[config.mk]
export PLATFORM = sky130hd
export DESIGN_NAME = csv_stream_tokenizer_unit_flat
export DESIGN_NICKNAME = d
export VERILOG_FILES = /design/src/hw/rtl/csvt_pkg.sv /design/src/hw/rtl/csvt_if.sv /design/src/hw/rtl/csvt_step.sv /design/src/hw/rtl/csvt_obuf.sv /design/src/hw/rtl/csv_stream_tokenizer_unit.sv /design/src/flat_wrapper.sv
export SDC_FILE = /design/constraint.sdc
export NUM_CORES = 1
export LEC_CHECK = 0
export ABC_AREA = 1
export BUFFER_PORTS_ARGS = -buffer_cell sky130_fd_sc_hd__buf_2
export CAP_MARGIN = 20
export CELL_PAD_IN_SITES_DETAIL_PLACEMENT = 0
export CELL_PAD_IN_SITES_GLOBAL_PLACEMENT = 2
export CORE_MARGIN = 4
export CORE_UTILIZATION = 37
export CTS_BUF_LIST = sky130_fd_sc_hd__clkbuf_2
export DETAILED_ROUTE_END_ITERATION = 12
export GPL_TIMING_DRIVEN = 0
export MAX_ROUTING_LAYER = met4
export PLACE_DENSITY_LB_ADDON = 0.1
export SLEW_MARGIN = 20
export SYNTH_ARGS = -nofsm -noshare
export SYNTH_HDL_FRONTEND = slang
export SYNTH_SLANG_ARGS = --single-unit
[constraint.sdc]
create_clock -name i_clk -period 5.9 [get_ports i_clk]
set_input_delay 0.295 -clock i_clk [delete_from_list [all_inputs] [get_ports i_clk]]
set_output_delay 0.295 -clock i_clk [all_outputs]
set_load 0.02 [all_outputs]
[src/hw/rtl/csvt_pkg.sv]
package csvt_pkg;

    localparam logic [7:0] CH_QUOTE = 8'h22;
    localparam logic [7:0] CH_LF    = 8'h0A;
    localparam logic [7:0] CH_CR    = 8'h0D;
    localparam logic [7:0] CH_COMMA = 8'h2C;

    localparam int NUM_RES = 3;

    localparam logic [1:0] MODE_UNQ   = 2'd0;
    localparam logic [1:0] MODE_QUOTE = 2'd1;
    localparam logic [1:0] MODE_QSEEN = 2'd2;
    localparam logic [1:0] MODE_SKIP  = 2'd3;

    typedef logic [7:0] t_byte;
    typedef logic [1:0] t_cnt;

    typedef struct packed {
        logic  has_byte;
        t_byte field_byte;
        logic  field_end;
        logic  row_end;
        logic  last_of_run;
    } t_res;

    typedef struct packed {
        logic       line_open;
        logic       odd;
        logic [1:0] mode;
        logic       empty;
        logic       cr;
    } t_state;

    localparam t_state ST_RESET = '{
        line_open: 1'b0, odd: 1'b0, mode: MODE_UNQ, empty: 1'b1, cr: 1'b0
    };

    localparam t_res RES_ROW_END = '{
        has_byte: 1'b0, field_byte: 8'h00, field_end: 1'b1, row_end: 1'b1,
        last_of_run: 1'b0
    };

endpackage

[src/hw/rtl/csvt_if.sv]
interface csvt_in_if;
    logic                 valid;
    logic                 ready;
    csvt_pkg::t_byte      text_byte;
    logic                 end_of_file;

    modport source (output valid, text_byte, end_of_file, input ready);
    modport sink (input valid, text_byte, end_of_file, output ready);
endinterface

interface csvt_out_if;
    logic                 valid;
    logic                 ready;
    logic                 has_byte;
    csvt_pkg::t_byte      field_byte;
    logic                 field_end;
    logic                 row_end;
    logic                 last_of_run;

    modport source (output valid, has_byte, field_byte, field_end, row_end, last_of_run,
                    input ready);
    modport sink (input valid, has_byte, field_byte, field_end, row_end, last_of_run,
                  output ready);
endinterface

[src/hw/rtl/csvt_step.sv]
module csvt_step (
    input  logic             i_clk,
    input  logic             i_rst_n,
    input  logic             i_accept,
    input  csvt_pkg::t_byte  i_byte,
    input  logic             i_eof,
    input  csvt_pkg::t_byte  i_delim,
    output csvt_pkg::t_res   o_res [csvt_pkg::NUM_RES],
    output csvt_pkg::t_cnt   o_cnt
);
    import csvt_pkg::*;

    typedef struct packed {
        logic       vld;
        t_res       r;
        logic [1:0] mode;
        logic       empty;
    } t_pres;

    function automatic t_pres parse_byte(logic [1:0] mode, logic empty, t_byte b,
                                         t_byte delim);
        t_pres      p;
        logic [1:0] m;
        p       = '0;
        p.mode  = mode;
        p.empty = empty;
        m       = mode;
        if (m == MODE_QSEEN && b == CH_QUOTE) begin
            p.vld          = 1'b1;
            p.r.has_byte   = 1'b1;
            p.r.field_byte = CH_QUOTE;
            p.empty        = 1'b0;
            p.mode         = MODE_QUOTE;
        end else begin
            if (m == MODE_QSEEN) begin
                m      = MODE_UNQ;
                p.mode = MODE_UNQ;
            end
            if (m == MODE_SKIP) begin
                p.vld = 1'b0;
            end else if (m == MODE_QUOTE) begin
                if (b == CH_QUOTE) begin
                    p.mode = MODE_QSEEN;
                end else begin
                    p.vld          = 1'b1;
                    p.r.has_byte   = 1'b1;
                    p.r.field_byte = b;
                    p.empty        = 1'b0;
                end
            end else if (b == CH_QUOTE && empty) begin
                p.mode = MODE_QUOTE;
            end else if (b == delim) begin
                p.vld         = 1'b1;
                p.r.field_end = 1'b1;
                p.empty       = 1'b1;
            end else if (b == CH_CR || b == CH_LF) begin
                p.vld  = 1'b1;
                p.r    = RES_ROW_END;
                p.mode = MODE_SKIP;
            end else begin
                p.vld          = 1'b1;
                p.r.has_byte   = 1'b1;
                p.r.field_byte = b;
                p.empty        = 1'b0;
            end
        end
        return p;
    endfunction

    t_state r_st;
    t_state n_st;
    t_state st;
    t_pres  p_cr;
    t_pres  p_b;
    logic   v [NUM_RES];
    t_res   s [NUM_RES];
    t_cnt   cnt;

    always_comb begin
        st     = r_st;
        p_cr   = '0;
        p_b    = '0;
        for (int i = 0; i < NUM_RES; i++) begin
            v[i] = 1'b0;
            s[i] = '0;
        end
        if (r_st.line_open || (i_byte != CH_CR && i_byte != CH_LF)) begin
            if (!r_st.line_open) begin
                st           = ST_RESET;
                st.line_open = 1'b1;
            end
            if (i_byte == CH_LF && !st.odd) begin
                v[0] = (st.mode != MODE_SKIP);
                s[0] = RES_ROW_END;
                st   = ST_RESET;
            end else begin
                st.odd = st.odd ^ (i_byte == CH_QUOTE);
                if (st.cr) begin
                    p_cr     = parse_byte(st.mode, st.empty, CH_CR, i_delim);
                    v[0]     = p_cr.vld;
                    s[0]     = p_cr.r;
                    st.mode  = p_cr.mode;
                    st.empty = p_cr.empty;
                    st.cr    = 1'b0;
                end
                if (i_byte == CH_CR && st.mode != MODE_SKIP) begin
                    st.cr = 1'b1;
                end else begin
                    p_b      = parse_byte(st.mode, st.empty, i_byte, i_delim);
                    v[1]     = p_b.vld;
                    s[1]     = p_b.r;
                    st.mode  = p_b.mode;
                    st.empty = p_b.empty;
                end
                if (i_eof) begin
                    v[2] = (st.mode != MODE_SKIP);
                    s[2] = RES_ROW_END;
                    st   = ST_RESET;
                end
            end
        end
        n_st = st;
    end

    always_comb begin
        cnt = '0;
        for (int i = 0; i < NUM_RES; i++) begin
            o_res[i] = '0;
        end
        for (int i = 0; i < NUM_RES; i++) begin
            if (v[i]) begin
                o_res[cnt] = s[i];
                cnt        = cnt + t_cnt'(1);
            end
        end
        if (cnt != '0) begin
            o_res[cnt - t_cnt'(1)].last_of_run = 1'b1;
        end
        o_cnt = cnt;
    end

    always_ff @(posedge i_clk) begin
        if (!i_rst_n) begin
            r_st <= ST_RESET;
        end else if (i_accept) begin
            r_st <= n_st;
        end
    end

endmodule

[src/hw/rtl/csvt_obuf.sv]
module csvt_obuf (
    input  logic            i_clk,
    input  logic            i_rst_n,
    input  logic            i_load,
    input  csvt_pkg::t_res  i_res [csvt_pkg::NUM_RES],
    input  csvt_pkg::t_cnt  i_cnt,
    input  logic            i_pop,
    output logic            o_valid,
    output csvt_pkg::t_res  o_head,
    output logic            o_can_load
);
    import csvt_pkg::*;

    t_res r_buf [NUM_RES];
    t_cnt r_cnt;

    assign o_valid    = (r_cnt != '0);
    assign o_head     = r_buf[0];
    assign o_can_load = (r_cnt == '0) || (r_cnt == t_cnt'(1) && i_pop);

    always_ff @(posedge i_clk) begin
        if (!i_rst_n) begin
            r_cnt <= '0;
        end else if (i_load) begin
            r_cnt <= i_cnt;
        end else if (i_pop && r_cnt != '0) begin
            r_cnt <= r_cnt - t_cnt'(1);
        end
    end

    always_ff @(posedge i_clk) begin
        if (i_load) begin
            for (int i = 0; i < NUM_RES; i++) begin
                r_buf[i] <= i_res[i];
            end
        end else if (i_pop) begin
            for (int i = 0; i < NUM_RES - 1; i++) begin
                r_buf[i] <= r_buf[i + 1];
            end
        end
    end

endmodule

[src/hw/rtl/csv_stream_tokenizer_unit.sv]
// Delimited-text tokenizer, one file byte per input transfer.
// Input channel i_in: text_byte and end_of_file, valid/ready.
// Output channel o_out: has_byte/field_byte, field_end, row_end and
// last_of_run, valid/ready; last_of_run marks the final result of a byte.
// Config: i_cfg_we writes i_cfg_data into the delimiter (comma after reset);
// write it only while the block is idle.
// Results of a byte are registered in the output buffer and appear on o_out the cycle after its transfer.
// Throughput: a byte giving zero or one result transfers every cycle while the receiver
// does not stall; a byte giving more results (at most three) holds the output buffer
// until they have left, and the next byte is taken in the cycle its last result leaves.
// Reset (synchronous, i_rst_n low) empties the output buffer, closes any open
// line and restores the comma delimiter.
// When the receiver stalls, the current result holds on o_out and i_in.ready
// drops; no result is lost or repeated.
module csv_stream_tokenizer_unit (
    input  logic             i_clk,
    input  logic             i_rst_n,
    csvt_in_if.sink          i_in,
    csvt_out_if.source       o_out,
    input  logic             i_cfg_we,
    input  csvt_pkg::t_byte  i_cfg_data
);
    import csvt_pkg::*;

    t_byte r_delim;
    t_res  res [NUM_RES];
    t_cnt  cnt;
    t_res  head;
    logic  can_load;
    logic  accept;
    logic  out_valid;

    assign accept = i_in.valid && can_load;

    always_ff @(posedge i_clk) begin
        if (!i_rst_n) begin
            r_delim <= CH_COMMA;
        end else if (i_cfg_we) begin
            r_delim <= i_cfg_data;
        end
    end

    csvt_step u_step (
        .i_clk    (i_clk),
        .i_rst_n  (i_rst_n),
        .i_accept (accept),
        .i_byte   (i_in.text_byte),
        .i_eof    (i_in.end_of_file),
        .i_delim  (r_delim),
        .o_res    (res),
        .o_cnt    (cnt)
    );

    csvt_obuf u_obuf (
        .i_clk      (i_clk),
        .i_rst_n    (i_rst_n),
        .i_load     (accept),
        .i_res      (res),
        .i_cnt      (cnt),
        .i_pop      (o_out.ready),
        .o_valid    (out_valid),
        .o_head     (head),
        .o_can_load (can_load)
    );

    assign i_in.ready        = can_load;
    assign o_out.valid       = out_valid;
    assign o_out.has_byte    = head.has_byte;
    assign o_out.field_byte  = head.field_byte;
    assign o_out.field_end   = head.field_end;
    assign o_out.row_end     = head.row_end;
    assign o_out.last_of_run = head.last_of_run;

endmodule

[src/flat_wrapper.sv]
// flat-port wrapper written by rule: the top's interface ports become plain ports
module csv_stream_tokenizer_unit_flat import csvt_pkg::*;
  (i_clk, i_rst_n, i_cfg_we, i_cfg_data, i_in_valid, i_in_text_byte, i_in_end_of_file, i_in_ready, o_out_valid, o_out_has_byte, o_out_field_byte, o_out_field_end, o_out_row_end, o_out_last_of_run, o_out_ready);
  csvt_in_if i_in_i ();
  csvt_out_if o_out_i ();
  input  logic i_clk;
  input  logic i_rst_n;
  input  logic i_cfg_we;
  input  csvt_pkg::t_byte i_cfg_data;
  input wire logic [$bits(i_in_i.valid)-1:0] i_in_valid;
  input wire logic [$bits(i_in_i.text_byte)-1:0] i_in_text_byte;
  input wire logic [$bits(i_in_i.end_of_file)-1:0] i_in_end_of_file;
  output wire logic [$bits(i_in_i.ready)-1:0] i_in_ready;
  output wire logic [$bits(o_out_i.valid)-1:0] o_out_valid;
  output wire logic [$bits(o_out_i.has_byte)-1:0] o_out_has_byte;
  output wire logic [$bits(o_out_i.field_byte)-1:0] o_out_field_byte;
  output wire logic [$bits(o_out_i.field_end)-1:0] o_out_field_end;
  output wire logic [$bits(o_out_i.row_end)-1:0] o_out_row_end;
  output wire logic [$bits(o_out_i.last_of_run)-1:0] o_out_last_of_run;
  input wire logic [$bits(o_out_i.ready)-1:0] o_out_ready;
  assign i_in_i.valid = i_in_valid;
  assign i_in_i.text_byte = i_in_text_byte;
  assign i_in_i.end_of_file = i_in_end_of_file;
  assign i_in_ready = i_in_i.ready;
  assign o_out_valid = o_out_i.valid;
  assign o_out_has_byte = o_out_i.has_byte;
  assign o_out_field_byte = o_out_i.field_byte;
  assign o_out_field_end = o_out_i.field_end;
  assign o_out_row_end = o_out_i.row_end;
  assign o_out_last_of_run = o_out_i.last_of_run;
  assign o_out_i.ready = o_out_ready;
  csv_stream_tokenizer_unit u_core (.i_clk(i_clk), .i_rst_n(i_rst_n), .i_in(i_in_i), .o_out(o_out_i), .i_cfg_we(i_cfg_we), .i_cfg_data(i_cfg_data));
endmodule
# After elaboration in Yosys (flattened, before gate mapping)
# Memory sizes are Yosys's and may differ from the RTL's.
# Cells that the tools add are included.
word_totals:
  mem_count: 1
  output_inout_bits: 14
  latchBits: 0
  ff_bits: 16
  ramBits: 36
  word_cells: 176
  inputBits: 22
  rom_bits: 0
op_classes:
  mux: 115
  magnitude_cmp: 6
  bitwise: 6
  multipliers: 0
  addsub: 4
  div: 0
  shifts: 0
  n_reduce_logical: 20
  n_eq_ne: 17
mem_list:
  columns: ["memory", "depth", "width", "read_ports", "rd_clocked_by_memory_dff", "write_ports", "line_no", "source"]
  rows:
  - ["u_core.u_obuf.r_buf", 3, 12, 3, 0, 3, "csvt_obuf.sv:14", "t_res r_buf [NUM_RES];"]
op_table:
  columns: ["op", "count"]
  rows:
  - ["$mux 36", 4]
  - ["$mux 10", 11]
  - ["$bwmux 36", 3]
  - ["$mux 12", 8]
  - ["$mux 13", 7]
  - ["$demux 12 s2", 3]
  - ["$mux 5", 11]
  - ["$mux 4", 12]
  - ["$mux 2", 16]
  - ["$mux 15", 2]
  - ["$mux 3", 9]
  - ["$mux 9", 3]
  - ["$mux 24", 1]
  - ["$mux 1", 22]
  - ["$mux 6", 3]
  - ["$eq 8x4->1 const B", 2]
  - ["$ne 8x4->1 const B", 2]
  - ["$logic_and 1x1->1", 11]
  - ["$ge 3x3->1 const B", 3]
  - ["$lt 3x1->1 const B", 3]
  - ["$not 2->3", 3]
  - ["$eq 2x2->1 const B", 4]
  - ["$eq 4x8->1 const A", 1]
  - ["$eq 8x6->1 const B", 1]
  - ["12 further kinds", 23]

# Logic depth before layout (Yosys ltp)
# Gate-level depths: netlist of run 1.
logic_depth:
  depth_word: 67
  depth_mapped: 19
  depth_no_buf: 19

# Cells and area by module
# From an unflattened synthesis of run 1, not the netlist that was laid out.
unflattened:
  hier_cells: 473
  hier_area_um2: 3563.4
modules_own_cells:
  columns: ["module", "area_per_inst_um2", "cells_each", "seq_area_each_um2", "n_inst"]
  rows:
  - ["csvt_obuf", 1736.7, 156, 1121.1, 1]
  - ["csvt_step", 1507.7, 270, 120.1, 1]
  - ["csv_stream_tokenizer_unit", 319.1, 47, 160.2, 1]

# Least setup slack after synthesis of run 1
# No wires, ideal clock.
synth_timing:
  path_type: "reg-to-reg"
  startpoint: "register u_core.u_obuf.r_cnt[0]"
  endpoint: "memory u_core.u_obuf.r_buf[0][3] (netlist name) (data pin)"
  synth_period_minus_slack_ps: 2336
  t_required_ps: 5634
  setup_slack_ps: 3564
  n_path_buf: 0
  t_arrival_ps: 2070
  path_stages_with_launch: 13
  path_cell_list: "dfxtp_1 > inv_1 > ha_1 > inv_1 > nand2_1 > nand2_1 > inv_1 > nor2_1 > inv_1 > nand3_4 > clkinv_2 > nand2_4 > o211ai_1"
synth_rtl:
  columns: ["element", "line_no", "source"]
  rows:
  - ["start: declaration", "csvt_obuf.sv:15", "t_cnt r_cnt;"]
  - ["start signal: assignment", "csvt_obuf.sv:25", "r_cnt <= i_cnt;"]
  - ["start signal: assignment", "csvt_obuf.sv:27", "r_cnt <= r_cnt - t_cnt'(1);"]
  - ["end: declaration", "csvt_obuf.sv:14", null]

==> metrics.md, run 1 <==
| Metric | Value |
|---|---|
| Post-synthesis mux area share | 0 |
| Synthesis Warnings | 0 |
| Avg WL per Cell | approximately 13 um |
| Top cell type's share of synthesized area | 0.2913 |
| Post-synthesis average cell area | around 7.8 um2 |
| Final Cycle Share | 0.4473 |
| Slowest Stage Delay on Critical Path | roughly 0.44 ns |
| Outcome | finished, final reports clean |
| Share of cells above drive strength 1 | 0.2300 |
| Mapped Area | roughly 2700 um2 |
| Global route overflow | 0 |
| Most common cell in the synthesized netlist | nand2_1 |
| Fmax | ~380 MHz |
| Worst Path Required | 6.12 ns |
| Layout Nets | roughly 410 |
| DRT iter0 DRCs | 80 |
| Num ports | 36 |
| RSZ-0062 raised after global routing | false |
| Post-Synth XOR/XNOR Area | 0.02288 |
| Dpl ws | ~3.2 ns |
| Post-Synth Simple-Gate Area | 0.3184 |
| Synth cell count leaders | nand2_1 (89), inv_1 (45), nor2_1 (35) |
| Cells after DPL | roughly 480 |
| Hold Crit Class | in -> reg |
| LEAKAGE | roughly 1.5 nW |
| Die ar. | 8669 um2 |
| Clock Sinks | between 40 and 50 |
| Syn Nets | between 300 and 400 |
| Finished Core Util | 0.4437 |
| Setup TNS | 0 ns |
| Setup slack, reg-to-reg | between 3 and 4 ns |
| Number of port buffers | 34 |
| Slew of the pin with the lowest slew margin | slightly above 1 ns |
| Peak VDD IR | around 0.000096 V |
| Row cnt | 30 |
| Flops & latches, synth | 42 |
| Final Max Slew Viols | 0 |
| # hold bufs at CTS | 0 |
| Final setup viols | 0 |
| Setup CP Type | reg -> reg |
| Vias per std cell | approximately 4.6 |
| Vias in the first global route | just over 2000 |
| Post-synth top area cell | edfxtp_1 |
| Worst Path Arrival | about 2.9 ns |
| Clock Tree Buf Depth | 2 |
| Final Hold Vio Count | 0 |
| Synth Area in Adders | 0.02334 |
| Post-synthesis compound-gate area fraction | 0.1246 |
| Skew-Pair Late Insertion Delay | about 0.43 ns |
| Pwr Total | 0.8994 mW |
| Post-synth EDFFs | 26 |
| Die Wd | 93.11 um |
| TritonRoute pass-1 iters | 5 |
| Drt drc | 0 |
| Minimum clock period after layout | ~2.6 ns |
| CTS tree | built |
| DP HPWL | around 5 mm |
| Post-route cell area | about 3100 um2 |
| Post-CTS Resized | 0 |
| Fraction of registers with async set/reset | 0 |
| Cell variety after synth | 38 |
| Core area | 6907 um2 |
| FILL cells | 791 |
| Starting Density | 0.3880 |
| N_diodes | 0 |
| Crit-path slowest cell | dfxtp_1 |
| Die Span Y | roughly 93 um |
| Pwr/cell area | around 300 nW/um2 |
| H-tree depth | 2 |
| Syn Inst Count | between 300 and 400 |
| Main combinational cell family by area after synthesis | simple AND/OR/NAND/NOR gates |
| Num CTS Buffers | 5 |
| Crit-path cells | nand2_1, nor2_2, nand3_2, nand2_2, inv_2, nand2_4, inv_2, nor2_4, nand2_2, a21oi_4, inv_1, ha_1, nand3_4, nand2_2, nor2_1, nand2_1, nand2_1 |
| Min Hold Slack | approximately 0.043 ns |
| Clock skew | between 0.015 and 0.02 ns |
| Max-Cap Viols | 0 |
| GRT Util Overall | 0.1509 |
| ANT nets after route | 0 |
| Max-slew headroom | 0.3107 |
| Routability cong. | roughly 0.87 |
| Worst-path fanout max | 5 |
| Most used DFF post-synth | edfxtp_1 |
| Seq/Total Area, Yosys | 0.4108 |
| Main area contributors after synthesis | edfxtp_1 (29%), nand2_1 (12%), dfxtp_1 (12%) |
| Final setup margin | 3.261 ns |
| Area growth syn-to-layout | 14.33% |
| Reg clk slew, reported paths | between 0.2 and 0.3 ns |
| Setup bufs post-CTS | 0 |
| Layout Cells excl Fill | between 400 and 500 |
| First-pass GRT wire length | 10.13 mm |
| DR vias | 2211 |
| Placed cell areas | 2970 um2 |
| Largest net degree at the start of global routing | 25 |
| Setup crit end kind | flip-flop |
| Startpoint Class | flip-flop |
| Clock Tree Root | clkbuf_2 |
| Routed wire length | slightly above 6 mm |
| Initial antenna violation count | 0 |
kinds of logic (layout without fill, tap and decap cells):
family,count (synthesis),in the layout
buf+inv,63,105
compound gates,53,53
flops,42,42
fa+ha+maj,5,5
simple gates,175,175
xor+xnor,7,7
cell usage in the layout (no fill, tap or decap), types with 2 or more instances in the layout:
master / instances
a31oi_1: 3
nand2_1: 89
a21oi_1: 16
nand2_4: 3
edfxtp_1: 26
o21ai_0: 13
nor2_1: 35
clkbuf_2: 5
o211ai_1: 5
o21ai_1: 4
inv_2: 5
buf_4: 8
ha_1: 5
nor2_4: 2
nand3_2: 5
nand2_2: 10
clkbuf_1: 3
nand3_4: 4
bufinv_16: 2
nand3_1: 13
nor2_2: 2
xnor2_1: 7
nor3_1: 7
inv_1: 45
buf_2: 34
a21oi_4: 2
o31ai_1: 2
nand4_1: 2
o21ai_2: 2
dfxtp_1: 16
final timing paths:
path | end | from | cells after the start
max | u_core.u_obuf.r_buf[0][0] | u_core.r_delim[3] | 17
min reg2reg | u_core.u_obuf.r_cnt[1] | u_core.u_obuf.r_cnt[1] | 2
min | u_core.r_delim[2] | i_cfg_data[2] | 3
max reg2reg | u_core.u_obuf.r_buf[0][0] | u_core.r_delim[3] | 17
power by group:
part,leakage [nW],internal (mW),switching [mW]
sequential,0.404,0.384,0.0195
clock,0.0532,0.115,0.107
combinational,1.04,0.0993,0.175
total,1.50,0.598,0.301
worst max-delay path, delay by kind of cell (launching register included):
| family | cells | cell delay, ns |
|---|---|---|
| simple gates | 12 | 1.16 |
| flops | 1 | 0.44 |
| fa+ha+maj | 1 | 0.35 |
| compound gates | 1 | 0.26 |
| buf+inv | 3 | 0.23 |
registers in the layout, indices dropped and copies added, names as in the netlist:
signal,count
u_core.u_step.r_st,6
u_core.r_delim,8
u_core.u_obuf.r_cnt,2
u_core.u_obuf.r_buf,26
metal layers:
layer | vias up | track usage | routed length (um)
met1 | 979 | 0.2022 | 3069
li1 | 1193 | - | -
met5 | - | - | 0
met4 | 0 | 0.03663 | 59
met3 | 6 | 0.02414 | 192
met2 | 33 | 0.2400 | 2761
final cells by class:
type | count | area [um2] | area share
buffer | 11 | 71.32 | 0.02327
clock buffer | 5 | 25.02 | 0.008167
clock inverter | 3 | 68.82 | 0.02246
inverter | 52 | 196.4 | 0.06411
multi-input combinational | 240 | 1311 | 0.4279
sequential | 42 | 1101 | 0.3593
tap | 96 | 120.1 | 0.03920
timing repair buffer | 34 | 170.2 | 0.05553
Power figures use the tool's default switching activity.
==> run 2: changes to the inputs <==
--- a/config.mk
+++ b/config.mk
@@ -11,7 +11,7 @@
 export CELL_PAD_IN_SITES_DETAIL_PLACEMENT = 0
 export CELL_PAD_IN_SITES_GLOBAL_PLACEMENT = 2
 export CORE_MARGIN = 4
-export CORE_UTILIZATION = 37
+export CORE_UTILIZATION = 35
 export CTS_BUF_LIST = sky130_fd_sc_hd__clkbuf_2
 export DETAILED_ROUTE_END_ITERATION = 12
 export GPL_TIMING_DRIVEN = 0
==> constraint.sdc (replaced) <==
create_clock -name i_clk -period 2.6 [get_ports i_clk]
set_input_delay 0.13 -clock i_clk [delete_from_list [all_inputs] [get_ports i_clk]]
set_output_delay 0.13 -clock i_clk [all_outputs]
set_load 0.02 [all_outputs]
==> run 2 against run 1 <==
  * Via count increased by 2.6%
  * Cell area rose by 4.4%
  * Sequential cell count unchanged
  * Critical path type unchanged
  * Largest cell class unchanged
==> metrics.md, run 2 (same netlist as run 1, synthesis figures left out) <==
| Metric | Value |
|---|---|
| Outcome | finished, final reports clean |
| Post-route cell area | 3198 um2 (+4.4%) |
| Layout Nets | 429 (+3.9%) |
| Setup crit end kind | flip-flop |
| Drt drc | 0 (unchanged) |
| Die ar. | 9121 um2 (+5.2%) |
| ANT nets after route | 0 (unchanged) |
| Number of port buffers | 34 (unchanged) |
| GRT Util Overall | 0.1502 (-0.0006432) |
| Final setup margin | 0.1984 ns (-3.063 ns) |
| Worst-path fanout max | 5 (unchanged) |
| Vias in the first global route | 2149 (+3.9%) |
| H-tree depth | 2 (unchanged) |
| Crit-path slowest cell | dfxtp_2 |
| Placed cell areas | 2974 um2 (+0.13%) |
| Peak VDD IR | 0.0001952 V (+100%) |
| Starting Density | 0.3656 (-0.02245) |
| Avg WL per Cell | 12.34 um (-2.0%) |
| Area growth syn-to-layout | 19.33% |
| Max-slew headroom | 0.3428 (+0.03218) |
| Die Wd | 95.51 um (+2.6%) |
| Minimum clock period after layout | 2.402 ns (-0.2375 ns) |
| Global route overflow | 0 (unchanged) |
| Slew of the pin with the lowest slew margin | 0.9834 ns (-0.04815 ns) |
| Worst Path Required | 2.81 ns (-3.31 ns) |
| Num ports | 36 (unchanged) |
| Die Span Y | 95.51 um (+2.6%) |
| Layout Cells excl Fill | 502 (+3.9%) |
| DP HPWL | 4.913 mm (+1.0%) |
| Pwr Total | 1.850 mW (+110%) |
| Largest register FFs | 26 (unchanged) |
| Clock Sinks | 42 (unchanged) |
| DRT iter0 DRCs | 70 (-13%) |
| Max-Cap Viols | 0 (unchanged) |
| RSZ-0062 raised after global routing | false |
| Worst Path Arrival | 2.62 ns (-0.24 ns) |
| Clock Tree Root | clkbuf_2 |
| First-pass GRT wire length | 10.34 mm (+2.0%) |
| Cells after DPL | 478 (+0.63%) |
| P_sw | 0.6735 mW (+120%) |
| N_diodes | 0 (unchanged) |
| Clock power share | 0.159 (-0.087) |
| Crit path buf inv count | 4 (+1) |
| DR vias | 2269 (+2.6%) |
| Sw frac | 0.3640 (+0.02891) |
| Setup CP Type | reg -> reg |
| Share of cells above drive strength 1 | 0.2506 (+0.02065) |
| Core area | 7331 um2 (+6.1%) |
| Vias per std cell | 4.520 (-1.3%) |
| Clock skew | 0.01867 ns (+0.002722 ns) |
| CTS tree | built |
| Internal power of the cells | 1.177 mW (+97%) |
| Final Hold Vio Count | 0 (unchanged) |
| Dpl ws | -0.04897 ns (-3.261 ns) |
| Skew-Pair Late Insertion Delay | 0.42 ns (about the same) |
| Slowest Stage Delay on Critical Path | 0.37 ns (-0.07 ns) |
| LEAKAGE | 1.540 nW (+2.7%) |
| Largest registers | u_core.u_obuf.r_buf (26), u_core.r_delim (8), u_core.u_step.r_st (6) |
| Commonest cells after routing, fill and taps aside | nand2_1 (89), inv_1 (44), nor2_1 (34), buf_2 (34), edfxtp_1 (26) |
| Num CTS Buffers | 5 (unchanged) |
| Register with the highest flop count | u_core.u_obuf.r_buf |
| Reg clk slew, reported paths | 0.24 ns (about the same) |
| Final setup viols | 0 (unchanged) |
| Finished Core Util | 0.4363 (-0.007407) |
| Setup TNS | 0 ns (unchanged) |
| Startpoint Class | flip-flop |
| Routed wire length | 6.195 mm (+1.9%) |
| Min Hold Slack | 0.03034 ns (-0.01272 ns) |
| Gate power share | 0.346 (+0.041) |
| Row cnt | 31 (+3.3%) |
| Critical path's top delay family | simple AND/OR/NAND/NOR gates |
| Crit-path cells | inv_1, nand2_1, nor2_4, nand3_2, nand2_4, inv_2, nand2_4, inv_2, nor2_4, nand2_2, a21oi_4, inv_2, ha_4, nand3_4, nand2_4, nor2_1, nand2_1, nand2_1 |
| Routability cong. | 0.8466 (-3.2%) |
| Final Max Slew Viols | 0 (unchanged) |
| TritonRoute pass-1 iters | 4 (-1) |
| Final Cycle Share | 0.9237 (+0.4764) |
| Initial antenna violation count | 0 (unchanged) |
| Commonest non-fill, non-tap cell in the layout | nand2_1 |
| Pwr/cell area | 578.6 nW/um2 (+97%) |
| Largest net degree at the start of global routing | 25 (unchanged) |
| Clock Tree Buf Depth | 2 (unchanged) |
| Seq pwr share | 0.494 (+0.045) |
| Fmax | 416.4 MHz (+9.9%) |
| Hold Crit Class | in -> reg |
run 2: cell types whose count changed in the layout (fill, tap and decap cells not counted), moves of 2 or more:
cell,delta
dlygate4sd3_1,+12
dfxtp_1,-6
dfxtp_2,+6
buf_4,+4
bufinv_16,-2
nand2_2,-2
nand2_4,+2
run 2: cell type report:
| type | count | area (um2) |
|---|---|---|
| Clock inverter | 3 | 16.27 |
| Timing Repair Buffer | 50 | 320.3 |
| Buffer | 11 | 71.32 |
| Fill cell | 770 | 4133 |
| Multi-Input combinational cell | 240 | 1336 |
| Tap cell | 99 | 123.9 |
| Inverter | 52 | 196.4 |
| Clock buffer | 5 | 25.02 |
| Sequential cell | 42 | 1109 |
run 2: what timing repair did:
action                     4_1_cts  5_1_grt
hold endpoints to repair         8        0
hold buffers                    12        0
setup endpoints to repair        8       20
pin swaps                        1        1
resized for setup                0       11
buffers inserted                 1        3
run 2: worst paths after layout:
check	start	cells past startpoint	endpoint	slack (ns)
worst min-delay path	i_in_end_of_file	4	u_core.u_step.r_st[0]	0.03
worst max register to register	u_core.r_delim[1]	18	u_core.u_obuf.r_buf[0][0]	0.20
worst min register to register	u_core.u_obuf.r_cnt[1]	2	u_core.u_obuf.r_cnt[1]	0.48
worst max-delay path	u_core.r_delim[1]	18	u_core.u_obuf.r_buf[0][0]	0.20
run 2: power by group through the flow:
stage,Sequential [mW],Clock [mW],Combinational [mW]
2_1_floorplan,0.949,0,0.432
3_3_place_gp,0.931,0,0.623
3_5_place_dp,0.933,0,0.630
4_1_cts,0.917,0.307,0.646
5_1_grt,0.933,0.332,0.726
6_report,0.915,0.295,0.641
run 2: layer usage:
layer	track usage	wire (um)	share of wire	vias to the layer above
met3	0.02605	284	0.046	5
met1	0.1964	2928	0.47	998
li1	-	-	-	1229
met5	-	0	0	-
met2	0.2414	2913	0.47	37
met4	0.03910	68	0.011	0
run 2: tightest hold or removal path: stages:
cell     delay, ns
buf_2         0.09
nor3_1        0.09
nand2_1       0.07
a21oi_1       0.05
